## config.mk

```make
export PLATFORM = sky130hd
export DESIGN_NAME = csfd_cfg_regs
export DESIGN_NICKNAME = d
export VERILOG_FILES = /design/src/sv/csfd_pkg.sv /design/src/sv/csfd_cfg_regs.sv
export SDC_FILE = /design/constraint.sdc
export NUM_CORES = 1
export LEC_CHECK = 0
export BUFFER_PORTS_ARGS = -buffer_cell sky130_fd_sc_hd__buf_2
export CAP_MARGIN = 20
export CORE_ASPECT_RATIO = 1.4
export CORE_MARGIN = 8
export CORE_UTILIZATION = 51
export CTS_CLUSTER_SIZE = 28
export DETAILED_ROUTE_END_ITERATION = 12
export PLACE_DENSITY = 0.85
export SYNTH_ARGS = -nofsm -noshare
export SYNTH_HDL_FRONTEND = slang
export SYNTH_SLANG_ARGS = --single-unit
```

## constraint.sdc

```tcl
create_clock -name i_clk -period 3.54 [get_ports i_clk]
set_clock_uncertainty 0.15 [all_clocks]
set_input_delay 0.531 -clock i_clk [delete_from_list [all_inputs] [get_ports i_clk]]
set_output_delay 0.531 -clock i_clk [all_outputs]
set_load 0.05 [all_outputs]
```

## src/sv/csfd_pkg.sv

```systemverilog
// package for the can signal field decoder: config types, register indexes, widths
`timescale 1ns / 1ps

package csfd_pkg;

    localparam int DATA_W  = 64;
    localparam int BYTES_W = 4;
    localparam int START_W = 6;
    localparam int LEN_W   = 7;
    localparam int GAIN_W  = 32;
    localparam int BIAS_W  = 64;
    localparam int IDX_W   = 3;
    localparam int SUM_W   = 98;   // 65 x 32 product plus 64-bit bias

    localparam logic [BYTES_W-1:0] MAX_BYTES = 4'd8;
    localparam logic [LEN_W-1:0]   MAX_LEN   = 7'd64;

    // configuration register indexes
    typedef enum logic [IDX_W-1:0] {
        REG_FIELD_START  = 3'd0,
        REG_FIELD_LENGTH = 3'd1,
        REG_LITTLE_ORDER = 3'd2,
        REG_SIGNED_FIELD = 3'd3,
        REG_GAIN_Q16     = 3'd4,
        REG_BIAS_Q16     = 3'd5
    } t_cfg_idx;

    typedef struct packed {
        logic [START_W-1:0]       field_start;
        logic [LEN_W-1:0]         field_length;
        logic                     little_order;
        logic                     signed_field;
        logic signed [GAIN_W-1:0] gain_q16;
        logic signed [BIAS_W-1:0] bias_q16;
    } t_cfg;

endpackage

```

## src/sv/csfd_cfg_regs.sv

```systemverilog
// configuration register file of the can signal field decoder
`timescale 1ns / 1ps

module csfd_cfg_regs import csfd_pkg::*; (
    input  logic                i_clk,
    input  logic                i_rst_n,
    input  logic                i_cfg_we,
    input  logic [IDX_W-1:0]    i_cfg_idx,
    input  logic [DATA_W-1:0]   i_cfg_wdata,
    output t_cfg                o_cfg
);

    t_cfg r_cfg;
    t_cfg n_cfg;

    always_comb begin
        n_cfg = r_cfg;
        if (i_cfg_we) begin
            case (i_cfg_idx)
                REG_FIELD_START:  n_cfg.field_start  = i_cfg_wdata[START_W-1:0];
                REG_FIELD_LENGTH: n_cfg.field_length = i_cfg_wdata[LEN_W-1:0];
                REG_LITTLE_ORDER: n_cfg.little_order = i_cfg_wdata[0];
                REG_SIGNED_FIELD: n_cfg.signed_field = i_cfg_wdata[0];
                REG_GAIN_Q16:     n_cfg.gain_q16     = i_cfg_wdata[GAIN_W-1:0];
                REG_BIAS_Q16:     n_cfg.bias_q16     = i_cfg_wdata[BIAS_W-1:0];
                default:          n_cfg = r_cfg;
            endcase
        end
    end

    always_ff @(posedge i_clk) begin
        if (!i_rst_n) begin
            r_cfg.field_start  <= '0;
            r_cfg.field_length <= 7'd8;
            r_cfg.little_order <= 1'b1;
            r_cfg.signed_field <= 1'b0;
            r_cfg.gain_q16     <= 32'sd65536;
            r_cfg.bias_q16     <= '0;
        end else begin
            r_cfg <= n_cfg;
        end
    end

    assign o_cfg = r_cfg;

endmodule

```

## After elaboration in Yosys (flattened, before gate mapping)

Index checks and enable logic that the tools add are counted.

- Output and inout bits: 111
- Logic and storage cells: 18
- Flip-flop bits (word level): 111
- Input bits: 70

- Reduce and logical (&&, ||, !) cells: 7
- Equal/unequal tests: 5

Operators by type and width:

| kind | number |
|---|---|
| 2-bit AND reduction | 6 |
| 3-bit by 2-bit == test with 1-bit output, second input constant | 2 |
| 3-bit == test, second input constant | 2 |
| 3-bit by 1-bit == test with 1-bit output, second input constant | 1 |
| 3-bit zero test | 1 |

## Logic depth before layout (Yosys ltp)

- Depth in word-level cells: 2
- Mapped depth: 5
- Mapped depth without buffers: 2

## Worst setup path before layout

Ideal clock, no wire load.

- Path kind: input to register
- From: input port i_cfg_idx[1]
- To: register r_cfg, in the netlist o_cfg[105]
- Setup time: 0.121 ns
- Path slack: 1.974 ns
- Arrival time: 1.295 ns
- Data required time: 3.269 ns
- Path buffers: 1
- Cell stages on the path: 3
- Cell sequence: or4b_4 > buf_6 > mux2i_1

- Word-level cells in the longest chain between the ends: 2

RTL lines:

| element | line | RTL |
|---|---|---|
| start, declared | csfd_cfg_regs.sv:8 | `input logic [IDX_W-1:0] i_cfg_idx,` |
| 3-bit zero test | csfd_cfg_regs.sv:19 | `case (i_cfg_idx)` |
| 2-bit AND reduction (no source line) | - |  |
| end signal, assigned | csfd_cfg_regs.sv:40 | `r_cfg <= n_cfg;` |
| end, declared | csfd_cfg_regs.sv:13 | `t_cfg r_cfg;` |

Every way passes these cells.
A chain may end at the register's enable or synchronous reset.

## Worst setup path in the final report

- From: input port i_cfg_idx[0]
- To: register r_cfg, in the netlist o_cfg[70]

- Word-level cells in the longest chain between the ends: 2

RTL lines:

| element | line |
|---|---|
| 3-bit == test | csfd_cfg_regs.sv:19 |
| 2-bit AND reduction (no source line) | - |

Every way passes these cells.

==> results.toml <==
[timing]
finalHoldViolCount = 0
period_share_pct = 54.4
fmax_ghz = 0.519
final_max_slew_viol_count = 0
setup_violations = 0
setup_ws_ns = 1.61
rsz0062_at_grt = "no"
finalSetupTns_ns = 0
tightest_slew_ns = 0.674
fin_crit_ns = 1.93
relSlewSlack_pct = 55.1

[logic_synthesis]
synth_seq_area_share_pct = 52.2
synth.distinct_cells = 13
avgSynthCellArea_um2 = 9.69
yosysWarnings = 0
syn-instance-count = 439
ys_ff_latch = 111
syn_area_um2 = 4260
synth.net_count = 509

[clocking]
post_cts_buffers = 0
cts_hold_buf = 0
clk_pin_slew_ns = 0.07
cts_tree = "built"
cts.path.max_buffers = 2
cts.sinks = 111
cts-buffers-inserted = 9
h-tree-depth = 3
ctsResizeCount = 0
clock_latency_ns = 0.34
root_buffer = "clkbuf_16"

[worst_setup_path]
cp_data_required_time_ns = 3.66
crit_chain = "buf_2 -> and4bb_2 -> buf_4 -> mux2i_1"
critPathMaxFanout = 19
arrival_ns = 2.04
crit_type = "primary input to register"
crit_path_start_kind = "primary input"
cp_slowest_stage_delay_ns = 0.75
cp_slowest_cell = "and4bb_2"
cp-end-kind = "register"

[final_layout]
layoutNonFillerInstCount = 706
layout_common_cells = "179 x buf_2, 172 x nand2_1, 111 x mux2i_1, 111 x dfxtp_1, 9 x clkbuf_16"
area_delta_synth_final_pct = 28.6
drive_gt1_share_pct = 32.8
final_common_cell = "buf_2"
largest_reg_flops = 111
final_util_pct = 67.2
final_nets = 670
antenna_cells = 0

[die]
dieArea_um2 = 11600
initial_core_util_pct = 52.2
die_x_um = 93.2
die-height_um = 124
ios = 181
coreArea_um2 = 8150
rows = 39

[detailed_routing]
vias = 3477
drt-total-wl_um = 10600
via_per_inst = 4.92
drt_first_pass_iters = 4
drtAntennaViolNets = 0
avgRoutedWirePerCell_um = 15.1
drt_iter0_drc = 103
drc = 0

[grt]
grt_usage_pct = 17.8
grt_pass1_wl_um = 16300
grt_start_max_net_pins = 110
grt_overflow = 0
grt_antenna_before_repair = 0
grt_pass1_vias = 3483

[placement]
dpl.hpwl_um = 7810
port_buffers = 180
globalplace.congestion = 0.782
dpl_worst_slack_ns = 1.25
placed_cells = 691

[worst_hold_path]
hold_path_class = "primary input to register"

[pwr]
p_seq_share_pct = 49.2
clockPowerShare_pct = 40.2
irDropWorstVdd_v = 0.000324
p_int_mw = 2.00
comb_power_share_pct = 10.6
power_mw = 2.62
cellLeakagePower_nw = 3.01
p_sw_share_pct = 23.9
power_density_nw_per_um2 = 479
p_switching_mw = 0.626

[outcome]
status = "finished clean"

[flow_run]
maxCapViolations = 0
==> metal layers <==
metal  share of wire, %  global-route usage [%]
met2                 51                    31.1
met4                1.9                    8.59
met3                9.0                    6.57
met5                  0                       0
met1                 39                    18.4
==> kinds of logic (layout without fill, tap and decap cells) <==
family | after synthesis | after routing | share of synthesized area (%)
buffers and inverters | 33 | 198 | 4.09
flip-flops | 111 | 111 | 52.2
multiplexers | 111 | 111 | 26.1
AND/OR/NAND/NOR | 184 | 184 | 17.6
==> cell usage after synthesis, drive strengths merged <==
master   instances  area share, %
buf             17            2.7
clkbuf          16            1.4
and4bb           1           0.29
nand4bb          1           0.26
nor4bb           1           0.24
or4b             1           0.32
dfxtp          111             52
nand2          172             15
nor2b            6           0.88
nand4b           2           0.41
mux2i          111             26
==> cell type report <==
class | instances | area [um^2]
multi-input cells | 295 | 1860
well taps | 102 | 128
fillers | 653 | 2680
repair buffers | 183 | 951
flip-flops and latches | 111 | 2220
clock buffers | 12 | 246
clock inverters | 3 | 67.6
==> worst max-delay path, delay by kind of cell <==
kind / cells / cell delay, ns
muxes: 1 / 0.24
buffers and inverters: 2 / 0.51
and+or+nand+nor: 1 / 0.75
==> per-stage QoR <==
step	cell area, um^2	hold WS [ns]
finish	5470	0.280
global route	5470	0.274
CTS	5470	0.266
detailed placement	5160	0.295
global placement	5160	0.291
floorplan	4260	0.520
==> power by group through the flow <==
stage	combinational (mW)	sequential, mW	clock (mW)
after floorplan	0.0992	1.41	0
after global placement	0.273	1.32	0
after detailed placement	0.280	1.32	0
after CTS	0.280	1.29	1.08
after global routing	0.297	1.29	1.13
final	0.278	1.29	1.06
==> worst paths after layout <==
| check | start | endpoint | slack [ns] | cells after the start |
|---|---|---|---|---|
| min | i_cfg_wdata[63] | o_cfg[63] | 0.28 | 3 |
| min reg2reg | o_cfg[83] | o_cfg[83] | 0.30 | 2 |
| max reg2reg | o_cfg[52] | o_cfg[52] | 2.74 | 2 |
| max | i_cfg_idx[0] | o_cfg[70] | 1.61 | 4 |
No activity file was read; power rests on OpenSTA's default activity.
